--- src/i2c_rft_pkg.sv ---
// Shared types, constants and helpers of the I2C register file target.
package i2c_rft_pkg;

  localparam int REG_COUNT_DEF     = 16;
  localparam int CAPTURE_DEPTH_DEF = 16;
  localparam int QUEUE_DEPTH       = 2;

  localparam logic [7:0] REG0_RESET = 8'hA5;
  localparam logic [7:0] REG1_RESET = 8'h5A;

  localparam int TRACE_REG_W = 4;
  localparam int TRACE_LEN_W = 5;

  // Request codes as they arrive on req_type.
  typedef enum logic [2:0] {
    REQ_START_WR = 3'd0,
    REQ_START_RD = 3'd1,
    REQ_FINISH   = 3'd2,
    REQ_WRITE    = 3'd3,
    REQ_READ     = 3'd4,
    REQ_SET_REG  = 3'd5,
    REQ_FAULT    = 3'd6,
    REQ_RESET    = 3'd7
  } req_t;

  // Classified operations handed from front to back.
  typedef enum logic [3:0] {
    OP_START_WR,
    OP_START_RD,
    OP_FINISH,
    OP_WRITE,
    OP_READ,
    OP_SET_REG,
    OP_SET_BAD,
    OP_FAULT_ONCE,
    OP_FAULT_LATCH,
    OP_RESET,
    OP_RESET_BAD
  } op_t;

  typedef enum logic [1:0] {
    KIND_BUS_REPLY = 2'd0,
    KIND_TRACE_HDR = 2'd1,
    KIND_TRACE_DAT = 2'd2,
    KIND_CTRL_ACK  = 2'd3
  } kind_t;

  typedef enum logic [1:0] {
    S_IDLE,
    S_EXEC,
    S_DATA,
    S_REPLY
  } state_t;

  typedef struct packed {
    op_t         op;
    logic [7:0]  byte_val;
    logic [7:0]  quot;
    logic [7:0]  reg_index;
    logic [63:0] time_ns;
  } cmd_t;

  typedef struct packed {
    kind_t                    result_kind;
    logic                     nack;
    logic [7:0]               data_byte;
    logic                     trace_result;
    logic [31:0]              trace_number;
    logic [63:0]              trace_time;
    logic                     trace_is_read;
    logic [TRACE_REG_W-1:0]   trace_pointer;
    logic [TRACE_LEN_W-1:0]   trace_length;
    logic                     accepted;
    logic                     error_code;
    logic                     last;
  } rsp_t;

  // Value of a register that has not been written since reset.
  function automatic logic [7:0] reg_reset_val(input logic [7:0] idx);
    logic [7:0] val;
    val = 8'h00;
    if (idx == 8'd0) begin
      val = REG0_RESET;
    end else if (idx == 8'd1) begin
      val = REG1_RESET;
    end
    return val;
  endfunction

endpackage

--- src/i2c_rft_ram.sv ---
// Generic single-write, single-read RAM with registered read data.
module i2c_rft_ram #(
  parameter int WIDTH = 8,
  parameter int DEPTH = 16,
  parameter int AW    = (DEPTH > 1) ? $clog2(DEPTH) : 1
) (
  input  logic             clk,
  input  logic             we,
  input  logic [AW-1:0]    waddr,
  input  logic [WIDTH-1:0] wdata,
  input  logic [AW-1:0]    raddr,
  output logic [WIDTH-1:0] rdata
);

  logic [WIDTH-1:0] mem [DEPTH];

  always_ff @(posedge clk) begin
    if (we) begin
      mem[waddr] <= wdata;
    end
    rdata <= mem[raddr];
  end

endmodule

--- src/i2c_rft_front.sv ---
// Front end: accepts request beats and classifies them into commands.
module i2c_rft_front
  import i2c_rft_pkg::*;
#(
  parameter int REG_COUNT = REG_COUNT_DEF
) (
  input  logic        req_valid,
  input  logic [2:0]  req_type,
  input  logic [7:0]  bus_byte,
  input  logic [7:0]  reg_index,
  input  logic [7:0]  reg_value,
  input  logic        one_shot,
  input  logic [63:0] time_ns,
  input  logic        q_full,
  output logic        req_stall,
  output logic        push,
  output cmd_t        push_cmd
);

  // Reciprocal for the pointer modulo; exact for every 8-bit byte.
  localparam int RECIP = (65536 + REG_COUNT - 1) / REG_COUNT;

  logic [23:0] quot_prod;

  assign req_stall = q_full;
  assign push      = req_valid && !q_full;
  assign quot_prod = 24'(bus_byte) * 24'(RECIP);

  always_comb begin
    push_cmd.byte_val  = bus_byte;
    push_cmd.quot      = quot_prod[23:16];
    push_cmd.reg_index = reg_index;
    push_cmd.time_ns   = time_ns;
    push_cmd.op        = OP_FINISH;
    unique case (req_t'(req_type))
      REQ_START_WR: push_cmd.op = OP_START_WR;
      REQ_START_RD: push_cmd.op = OP_START_RD;
      REQ_FINISH:   push_cmd.op = OP_FINISH;
      REQ_WRITE:    push_cmd.op = OP_WRITE;
      REQ_READ:     push_cmd.op = OP_READ;
      REQ_SET_REG: begin
        push_cmd.byte_val = reg_value;
        push_cmd.op = (9'(reg_index) >= 9'(REG_COUNT)) ? OP_SET_BAD : OP_SET_REG;
      end
      REQ_FAULT:    push_cmd.op = one_shot ? OP_FAULT_ONCE : OP_FAULT_LATCH;
      REQ_RESET:    push_cmd.op = one_shot ? OP_RESET_BAD : OP_RESET;
      default:      push_cmd.op = OP_FINISH;
    endcase
  end

endmodule

--- src/i2c_rft_queue.sv ---
// Short command queue between the front and back ends.
module i2c_rft_queue
  import i2c_rft_pkg::*;
(
  input  logic clk,
  input  logic rst,
  input  logic push,
  input  cmd_t push_cmd,
  input  logic pop,
  output logic full,
  output logic not_empty,
  output cmd_t head
);

  localparam int QAW = (QUEUE_DEPTH > 1) ? $clog2(QUEUE_DEPTH) : 1;
  localparam int QCW = $clog2(QUEUE_DEPTH + 1);

  cmd_t           entries [QUEUE_DEPTH];
  logic [QAW-1:0] wptr;
  logic [QAW-1:0] rptr;
  logic [QCW-1:0] count;

  assign full      = (count == QCW'(QUEUE_DEPTH));
  assign not_empty = (count != '0);
  assign head      = entries[rptr];

  always_ff @(posedge clk) begin
    if (push) begin
      entries[wptr] <= push_cmd;
    end
  end

  always_ff @(posedge clk) begin
    if (rst) begin
      wptr  <= '0;
      rptr  <= '0;
      count <= '0;
    end else begin
      if (push) begin
        wptr <= (wptr == QAW'(QUEUE_DEPTH - 1)) ? '0 : wptr + 1'b1;
      end
      if (pop) begin
        rptr <= (rptr == QAW'(QUEUE_DEPTH - 1)) ? '0 : rptr + 1'b1;
      end
      if (push && !pop) begin
        count <= count + 1'b1;
      end else if (pop && !push) begin
        count <= count - 1'b1;
      end
    end
  end

endmodule

--- src/i2c_rft_back.sv ---
// Back end: executes commands, owns the register file and trace capture.
module i2c_rft_back
  import i2c_rft_pkg::*;
#(
  parameter int REG_COUNT     = REG_COUNT_DEF,
  parameter int CAPTURE_DEPTH = CAPTURE_DEPTH_DEF
) (
  input  logic clk,
  input  logic rst,
  input  logic q_not_empty,
  input  cmd_t q_head,
  output logic pop,
  input  logic rsp_stall,
  output logic rsp_valid,
  output rsp_t rsp
);

  localparam int PW = $clog2(REG_COUNT);
  localparam int CW = $clog2(CAPTURE_DEPTH + 1);
  localparam int AW = (CAPTURE_DEPTH > 1) ? $clog2(CAPTURE_DEPTH) : 1;

  state_t         state, state_next;
  cmd_t           cmd, cmd_next;
  logic [PW-1:0]  reg_ptr, reg_ptr_next;
  logic [CW-1:0]  cap_count, cap_count_next;
  logic           cap_dir, cap_dir_next;
  logic [PW-1:0]  cap_reg, cap_reg_next;
  logic           expect_ptr, expect_ptr_next;
  logic           in_tx, in_tx_next;
  logic           fault_latched, fault_latched_next;
  logic           fault_once, fault_once_next;
  logic [31:0]    seq, seq_next;
  logic [CW-1:0]  data_idx, data_idx_next;
  logic           reply_nack, reply_nack_next;
  logic [REG_COUNT-1:0] reg_valid, reg_valid_next;

  logic           out_free;
  logic           out_load;
  rsp_t           out_d;

  logic           reg_we;
  logic [PW-1:0]  reg_waddr;
  logic [7:0]     reg_wdata;
  logic [7:0]     reg_rdata;
  logic [7:0]     reg_val;
  logic           cap_we;
  logic [7:0]     cap_wdata;
  logic [AW-1:0]  cap_raddr;
  logic [7:0]     cap_rdata;

  logic [15:0]    rem_prod;
  logic [7:0]     rem;
  logic [PW-1:0]  ptr_inc;
  logic [CW-1:0]  idx_inc;
  logic           fault_armed;

  assign out_free    = !rsp_valid || !rsp_stall;
  assign rem_prod    = 16'(cmd.quot) * 16'(REG_COUNT);
  assign rem         = cmd.byte_val - rem_prod[7:0];
  assign ptr_inc     = (reg_ptr == PW'(REG_COUNT - 1)) ? '0 : reg_ptr + 1'b1;
  assign idx_inc     = data_idx + CW'(1);
  assign fault_armed = fault_latched || fault_once;
  assign reg_val     = reg_valid[reg_ptr] ? reg_rdata : reg_reset_val(8'(reg_ptr));
  assign cap_raddr   = (state != S_DATA) ? '0 :
                       (out_free ? idx_inc[AW-1:0] : data_idx[AW-1:0]);

  i2c_rft_ram #(.WIDTH(8), .DEPTH(REG_COUNT), .AW(PW)) u_reg_ram (
    .clk   (clk),
    .we    (reg_we),
    .waddr (reg_waddr),
    .wdata (reg_wdata),
    .raddr (reg_ptr),
    .rdata (reg_rdata)
  );

  i2c_rft_ram #(.WIDTH(8), .DEPTH(CAPTURE_DEPTH), .AW(AW)) u_cap_ram (
    .clk   (clk),
    .we    (cap_we),
    .waddr (cap_count[AW-1:0]),
    .wdata (cap_wdata),
    .raddr (cap_raddr),
    .rdata (cap_rdata)
  );

  // Next state.
  always_comb begin
    state_next = state;
    unique case (state)
      S_IDLE: begin
        if (q_not_empty) begin
          state_next = S_EXEC;
        end
      end
      S_EXEC: begin
        if (out_free) begin
          state_next = S_IDLE;
          if ((cmd.op == OP_START_WR || cmd.op == OP_START_RD) && fault_armed) begin
            state_next = S_REPLY;
          end else if (cmd.op == OP_FINISH && in_tx) begin
            state_next = (cap_count != '0) ? S_DATA : S_REPLY;
          end
        end
      end
      S_DATA: begin
        if (out_free && idx_inc == cap_count) begin
          state_next = S_REPLY;
        end
      end
      S_REPLY: begin
        if (out_free) begin
          state_next = S_IDLE;
        end
      end
      default: state_next = S_IDLE;
    endcase
  end

  // Actions and emitted beats.
  always_comb begin
    cmd_next           = cmd;
    reg_ptr_next       = reg_ptr;
    cap_count_next     = cap_count;
    cap_dir_next       = cap_dir;
    cap_reg_next       = cap_reg;
    expect_ptr_next    = expect_ptr;
    in_tx_next         = in_tx;
    fault_latched_next = fault_latched;
    fault_once_next    = fault_once;
    seq_next           = seq;
    data_idx_next      = data_idx;
    reply_nack_next    = reply_nack;
    reg_valid_next     = reg_valid;
    pop                = 1'b0;
    out_load           = 1'b0;
    out_d              = '0;
    reg_we             = 1'b0;
    reg_waddr          = reg_ptr;
    reg_wdata          = cmd.byte_val;
    cap_we             = 1'b0;
    cap_wdata          = cmd.byte_val;

    unique case (state)
      S_IDLE: begin
        if (q_not_empty) begin
          pop      = 1'b1;
          cmd_next = q_head;
        end
      end
      S_EXEC: begin
        if (out_free) begin
          out_load          = 1'b1;
          out_d.result_kind = KIND_BUS_REPLY;
          out_d.last        = 1'b1;
          unique case (cmd.op)
            OP_START_WR, OP_START_RD: begin
              cap_count_next  = '0;
              cap_dir_next    = (cmd.op == OP_START_RD);
              cap_reg_next    = reg_ptr;
              expect_ptr_next = (cmd.op == OP_START_WR);
              if (fault_armed) begin
                // Refused: header first, the nack reply follows.
                fault_once_next       = 1'b0;
                in_tx_next            = 1'b0;
                seq_next              = seq + 32'd1;
                reply_nack_next       = 1'b1;
                out_d.result_kind     = KIND_TRACE_HDR;
                out_d.last            = 1'b0;
                out_d.trace_result    = 1'b1;
                out_d.trace_number    = seq + 32'd1;
                out_d.trace_time      = cmd.time_ns;
                out_d.trace_is_read   = (cmd.op == OP_START_RD);
                out_d.trace_pointer   = TRACE_REG_W'(reg_ptr);
              end else begin
                in_tx_next = 1'b1;
              end
            end
            OP_FINISH: begin
              in_tx_next = 1'b0;
              if (in_tx) begin
                seq_next              = seq + 32'd1;
                reply_nack_next       = 1'b0;
                data_idx_next         = '0;
                out_d.result_kind     = KIND_TRACE_HDR;
                out_d.last            = 1'b0;
                out_d.trace_number    = seq + 32'd1;
                out_d.trace_time      = cmd.time_ns;
                out_d.trace_is_read   = cap_dir;
                out_d.trace_pointer   = TRACE_REG_W'(cap_reg);
                out_d.trace_length    = TRACE_LEN_W'(cap_count);
              end
            end
            OP_WRITE: begin
              if (cap_count < CW'(CAPTURE_DEPTH)) begin
                cap_we         = 1'b1;
                cap_count_next = cap_count + CW'(1);
              end
              if (expect_ptr) begin
                reg_ptr_next    = rem[PW-1:0];
                cap_reg_next    = rem[PW-1:0];
                expect_ptr_next = 1'b0;
              end else begin
                reg_we                  = 1'b1;
                reg_valid_next[reg_ptr] = 1'b1;
                reg_ptr_next            = ptr_inc;
              end
            end
            OP_READ: begin
              cap_wdata = reg_val;
              if (cap_count < CW'(CAPTURE_DEPTH)) begin
                cap_we         = 1'b1;
                cap_count_next = cap_count + CW'(1);
              end
              reg_ptr_next    = ptr_inc;
              out_d.data_byte = reg_val;
            end
            OP_SET_REG: begin
              reg_we                               = 1'b1;
              reg_waddr                            = cmd.reg_index[PW-1:0];
              reg_valid_next[cmd.reg_index[PW-1:0]] = 1'b1;
              out_d.result_kind                    = KIND_CTRL_ACK;
              out_d.accepted                       = 1'b1;
            end
            OP_SET_BAD, OP_RESET_BAD: begin
              out_d.result_kind = KIND_CTRL_ACK;
              out_d.error_code  = 1'b1;
            end
            OP_FAULT_ONCE: begin
              fault_once_next   = 1'b1;
              out_d.result_kind = KIND_CTRL_ACK;
              out_d.accepted    = 1'b1;
            end
            OP_FAULT_LATCH: begin
              fault_latched_next = 1'b1;
              out_d.result_kind  = KIND_CTRL_ACK;
              out_d.accepted     = 1'b1;
            end
            OP_RESET: begin
              reg_valid_next     = '0;
              reg_ptr_next       = '0;
              cap_count_next     = '0;
              cap_dir_next       = 1'b0;
              cap_reg_next       = '0;
              expect_ptr_next    = 1'b1;
              in_tx_next         = 1'b0;
              fault_latched_next = 1'b0;
              fault_once_next    = 1'b0;
              seq_next           = '0;
              out_d.result_kind  = KIND_CTRL_ACK;
              out_d.accepted     = 1'b1;
            end
            default: begin
              out_d.result_kind = KIND_CTRL_ACK;
              out_d.error_code  = 1'b1;
            end
          endcase
        end
      end
      S_DATA: begin
        if (out_free) begin
          out_load          = 1'b1;
          out_d.result_kind = KIND_TRACE_DAT;
          out_d.data_byte   = cap_rdata;
          data_idx_next     = idx_inc;
        end
      end
      S_REPLY: begin
        if (out_free) begin
          out_load          = 1'b1;
          out_d.result_kind = KIND_BUS_REPLY;
          out_d.nack        = reply_nack;
          out_d.last        = 1'b1;
        end
      end
      default: begin
      end
    endcase
  end

  always_ff @(posedge clk) begin
    cmd <= cmd_next;
    if (out_load) begin
      rsp <= out_d;
    end
  end

  always_ff @(posedge clk) begin
    if (rst) begin
      state         <= S_IDLE;
      reg_ptr       <= '0;
      cap_count     <= '0;
      cap_dir       <= 1'b0;
      cap_reg       <= '0;
      expect_ptr    <= 1'b1;
      in_tx         <= 1'b0;
      fault_latched <= 1'b0;
      fault_once    <= 1'b0;
      seq           <= '0;
      data_idx      <= '0;
      reply_nack    <= 1'b0;
      reg_valid     <= '0;
      rsp_valid     <= 1'b0;
    end else begin
      state         <= state_next;
      reg_ptr       <= reg_ptr_next;
      cap_count     <= cap_count_next;
      cap_dir       <= cap_dir_next;
      cap_reg       <= cap_reg_next;
      expect_ptr    <= expect_ptr_next;
      in_tx         <= in_tx_next;
      fault_latched <= fault_latched_next;
      fault_once    <= fault_once_next;
      seq           <= seq_next;
      data_idx      <= data_idx_next;
      reply_nack    <= reply_nack_next;
      reg_valid     <= reg_valid_next;
      if (out_load) begin
        rsp_valid <= 1'b1;
      end else if (!rsp_stall) begin
        rsp_valid <= 1'b0;
      end
    end
  end

endmodule

--- src/i2c_register_file_target.sv ---
// A request beat passes through the command queue and the command register to the
// response register; a busy back end or rsp_stall can hold it. The back-end sequencer
// runs one command at a time; a finish in a transaction emits a header, a data beat per
// captured byte and a reply. The two-entry command queue accepts requests while the back
// end is busy. Reset: rst is synchronous, active high; it empties the queue and
// restores control state; the soft reset command resets the register file and trace.
module i2c_register_file_target
  import i2c_rft_pkg::*;
#(
  parameter int REG_COUNT     = REG_COUNT_DEF,
  parameter int CAPTURE_DEPTH = CAPTURE_DEPTH_DEF
) (
  input  logic        clk,
  input  logic        rst,
  // Request channel.
  input  logic        req_valid,
  output logic        req_stall,
  input  logic [2:0]  req_type,
  input  logic [7:0]  bus_byte,
  input  logic [7:0]  reg_index,
  input  logic [7:0]  reg_value,
  input  logic        one_shot,
  input  logic [63:0] time_ns,
  // Response channel.
  output logic        rsp_valid,
  input  logic        rsp_stall,
  output logic [1:0]  result_kind,
  output logic        nack,
  output logic [7:0]  data_byte,
  output logic        trace_result,
  output logic [31:0] trace_number,
  output logic [63:0] trace_time,
  output logic        trace_is_read,
  output logic [3:0]  trace_pointer,
  output logic [4:0]  trace_length,
  output logic        accepted,
  output logic        error_code,
  output logic        last
);

  logic q_full;
  logic q_not_empty;
  logic push;
  logic pop;
  cmd_t push_cmd;
  cmd_t q_head;
  rsp_t rsp;

  // Front: classify each request beat and compute the pointer quotient.
  i2c_rft_front #(.REG_COUNT(REG_COUNT)) u_front (
    .req_valid (req_valid),
    .req_type  (req_type),
    .bus_byte  (bus_byte),
    .reg_index (reg_index),
    .reg_value (reg_value),
    .one_shot  (one_shot),
    .time_ns   (time_ns),
    .q_full    (q_full),
    .req_stall (req_stall),
    .push      (push),
    .push_cmd  (push_cmd)
  );

  // Hold classified commands until the back end is free.
  i2c_rft_queue u_queue (
    .clk       (clk),
    .rst       (rst),
    .push      (push),
    .push_cmd  (push_cmd),
    .pop       (pop),
    .full      (q_full),
    .not_empty (q_not_empty),
    .head      (q_head)
  );

  // Back: execute commands and drive the registered response beat.
  i2c_rft_back #(
    .REG_COUNT     (REG_COUNT),
    .CAPTURE_DEPTH (CAPTURE_DEPTH)
  ) u_back (
    .clk         (clk),
    .rst         (rst),
    .q_not_empty (q_not_empty),
    .q_head      (q_head),
    .pop         (pop),
    .rsp_stall   (rsp_stall),
    .rsp_valid   (rsp_valid),
    .rsp         (rsp)
  );

  // Unpack the response register onto the ports.
  assign result_kind     = rsp.result_kind;
  assign nack            = rsp.nack;
  assign data_byte       = rsp.data_byte;
  assign trace_result    = rsp.trace_result;
  assign trace_number    = rsp.trace_number;
  assign trace_time      = rsp.trace_time;
  assign trace_is_read   = rsp.trace_is_read;
  assign trace_pointer   = rsp.trace_pointer;
  assign trace_length    = rsp.trace_length;
  assign accepted        = rsp.accepted;
  assign error_code      = rsp.error_code;
  assign last            = rsp.last;

endmodule
--- config.mk ---
export PLATFORM = sky130hd
export DESIGN_NAME = i2c_register_file_target
export DESIGN_NICKNAME = d
export VERILOG_FILES = /design/src/i2c_rft_pkg.sv /design/src/i2c_rft_ram.sv /design/src/i2c_rft_front.sv /design/src/i2c_rft_queue.sv /design/src/i2c_rft_back.sv /design/src/i2c_register_file_target.sv
export SDC_FILE = /design/constraint.sdc
export NUM_CORES = 1
export LEC_CHECK = 0
export BUFFER_PORTS_ARGS = -buffer_cell sky130_fd_sc_hd__buf_2
export CORE_MARGIN = 1
export CORE_UTILIZATION = 42
export DETAILED_ROUTE_END_ITERATION = 12
export HOLD_SLACK_MARGIN = 0.1
export PLACE_DENSITY = 0.62
export SETUP_SLACK_MARGIN = 0.3
export SYNTH_ARGS = -nofsm -noshare
export SYNTH_HDL_FRONTEND = slang
export SYNTH_SLANG_ARGS = --single-unit
--- constraint.sdc ---
create_clock -name clk -period 10.9 [get_ports clk]
set_input_delay 0.545 -clock clk [delete_from_list [all_inputs] [get_ports clk]]
set_output_delay 0.545 -clock clk [all_outputs]
set_load 0.01 [all_outputs]
==> flow_summary.yaml <==
sta:
  setup_violations: 0
  finalCritPeriodShare: 0.313
  final-max-slew-violation-count: 0
  finClkSkew_ns: 0.0218
  finalHoldViolCount: 0
  rsz0062_at_grt: "no"
  max_freq_mhz: 293
  worstMarginPinSlew_ns: 1.16
  period_minus_slack_ns: 3.41
  finalSetupTns_ns: 0
  relSlewSlack: 0.229
floorplanning:
  die-area_sq_um: 68100
  core_sq_um: 66100
  die_h_microns: 261
  rows: 94
  die_w_microns: 261
  initial_core_util: 0.426
  num_io_pins: 219
worst_hold_path:
  hold_path_class: "input port to flop"
flow_run:
  cap_violations: 0
detailed_routing:
  wire_per_inst_microns: 20.4
  highest_layer: "met5"
  drtPass1Iterations: 9
  wl_met3_microns: 4160
  route.met2.wl_microns: 29100
  met1_length_microns: 25200
  viasPerCell: 5.32
  num_vias: 15700
  drc_errors: 8
  detail-route-antenna-nets: 0
  wl_microns: 60200
  first_iter_violations: 1158
logic_synthesis:
  syn_area_sq_um: 28200
  yosys.area.top_type: "edfxtp_1"
  synth_top_family_by_area: "multiplexers"
  synth_top_cells_by_area: "edfxtp_1 66%, dfxtp_1 6.8%, mux4_2 6.2%"
  synth_edf_count: 617
  yosys.area_share.simple: 0.0827
  synthAdderAreaFrac: 0.00711
  synth_fp_nets: 1853
  synth_compound_area_frac: 0.0561
  syn_area_per_cell_sq_um: 16.2
  synthMuxAreaShare: 0.0979
  synth.yosys.seq_area_share: 0.726
  synth_cells: 1741
  yosys.cell_count.top_type: "edfxtp_1"
  synth_xor_area_frac: 0.0143
  synth_top_area_share: 0.658
  synthFlopType: "edfxtp_1"
  yosys_warnings: 0
  ys_seq_elements: 712
  async_flop_share: 0
  synth_cell_types: 67
  synthTopCellsByCount: "617 x edfxtp_1, 130 x nor2_1, 95 x dfxtp_1"
clocking:
  cts_buffer_depth: 3
  cts_tree: "yes"
  clk_pin_slew_ns: 0.06
  cts-root-buf: "clkbuf_16"
  h-tree-depth: 3
  numCtsBuffers: 74
  cts_sinks: 712
  clk-insertion-delay-late_ns: 0.62
  cts_resized: 0
critical_path:
  crit_path_start_kind: "flop"
  path_max_fanout: 26
  crit_type: "flop to flop"
  crit_arrival_ns: 3.65
  required_ns: 11.14
  critPathCaptureType: "flop"
global_route:
  overflow: 0
  grt_pass1_vias: 16100
  antenna_found_initial: 8
  grt_max_degree: 80
  grt_pass1_wl_microns: 93100
  grt_util_all_layers: 0.179
finish:
  multi_input_area_sq_um: 7290
  top_register: "u_queue.entries"
  largest_reg_flops: 160
  largestRegisters: "u_queue.entries (160), u_back.u_cap_ram.mem (128), u_back.u_reg_ram.mem (128)"
  fin_nets: 2132
  area_growth_pct: 17.2
  register_area_sq_um: 20400
  drive_gt1_frac: 0.254
  fillCellCount: 5541
power:
  p_leak_nw: 11.0
  p_per_area_nw_per_um2: 226
  fin_total_pwr_mw: 7.45
  ir_worst_vdd_mv: 0.138
place:
  portBuffers: 218
  hpwlAfterDp_microns: 39000
  gp_congestion: 0.844
outcome:
  violations: "design-rule violations"
  outcome: "complete, but fails checks"
-- worst max-delay path, cell delays in order (launching register included) --
cell,delay [ns]
edfxtp_1,0.89
nand2_1,0.33
nor4_1,0.45
nor2_1,0.10
or3_1,0.32
a21oi_1,0.28
nor2b_1,0.67
-- cell families (layout without fill, tap and decap cells) --
kind of cell | Yosys count | after routing
buffers and inverters | 108 | 447
AO/OA/AOI/OAI | 238 | 238
adder cells (fa/ha/maj) | 16 | 16
flip-flops | 712 | 712
multiplexers | 168 | 168
other | 0 | 8
XOR/XNOR | 45 | 45
AND/OR/NAND/NOR | 454 | 454
-- per-layer routing --
metal,global-route usage,vias up
met3,0.0513,95
met1,0.231,7873
met2,0.290,450
li1,-,7283
met5,0,-
met4,0.0638,2
-- cells in the final DEF (no fill, tap or decap), drive strengths merged, types with 24 or more instances in the layout --
| cell | instances |
|---|---|
| edfxtp | 617 |
| buf | 237 |
| nor2 | 131 |
| dfxtp | 95 |
| clkbuf | 89 |
| mux2 | 88 |
| mux4 | 77 |
| and2 | 77 |
| nand2 | 70 |
| a21oi | 66 |
| dlygate4sd3 | 52 |
| o21ai | 50 |
| nand3 | 45 |
| clkinv | 41 |
| a22oi | 27 |
| xor2 | 25 |
| nor3 | 24 |
-- final timing paths --
| kind | from | to | cells after the start | slack, ns |
|---|---|---|---|---|
| min | time_ns[48] | u_queue.entries[0][48] | 1 | 0.13 |
| max | u_back.cmd[89] | u_back.u_reg_ram.mem[5][1] | 6 | 7.49 |
| max reg2reg | u_back.cmd[89] | u_back.u_reg_ram.mem[5][1] | 6 | 7.49 |
| min reg2reg | u_back.reg_valid[13] | u_back.reg_valid[13] | 1 | 0.46 |
-- per-stage QoR --
stage	util	cells	setup WS (ns)	area, sq um	hold WS (ns)
floorplan	-	1741	4.43	28200	0.435
global placement	0.456	2756	7.54	30100	0.447
detailed placement	0.456	2756	7.45	30100	0.455
CTS	0.499	2944	7.54	33000	0.103
global route	0.499	2948	7.22	33000	0.101
finish	0.499	2952	7.49	33000	0.133
-- area by class of cell --
cell class / instances / share of cell area
Antenna cell: 8 / 0.000607
Clock buffer: 89 / 0.0591
Clock inverter: 47 / 0.0110
Inverter: 22 / 0.00254
Multi-Input combinational cell: 921 / 0.221
Sequential cell: 712 / 0.620
Tap cell: 864 / 0.0328
Timing Repair Buffer: 289 / 0.0532
-- report_power, final --
group	total (mW)	switching, mW	internal (mW)
clock network	2.40	1.03	1.38
registers	3.91	0.279	3.63
logic	1.13	0.729	0.400
-- repair_timing --
item	in CTS	in global routing
endpoints found under the hold margin	100	0
hold buffers	52	0
setup buffers	0	0
Power figures use the tool's default switching activity.
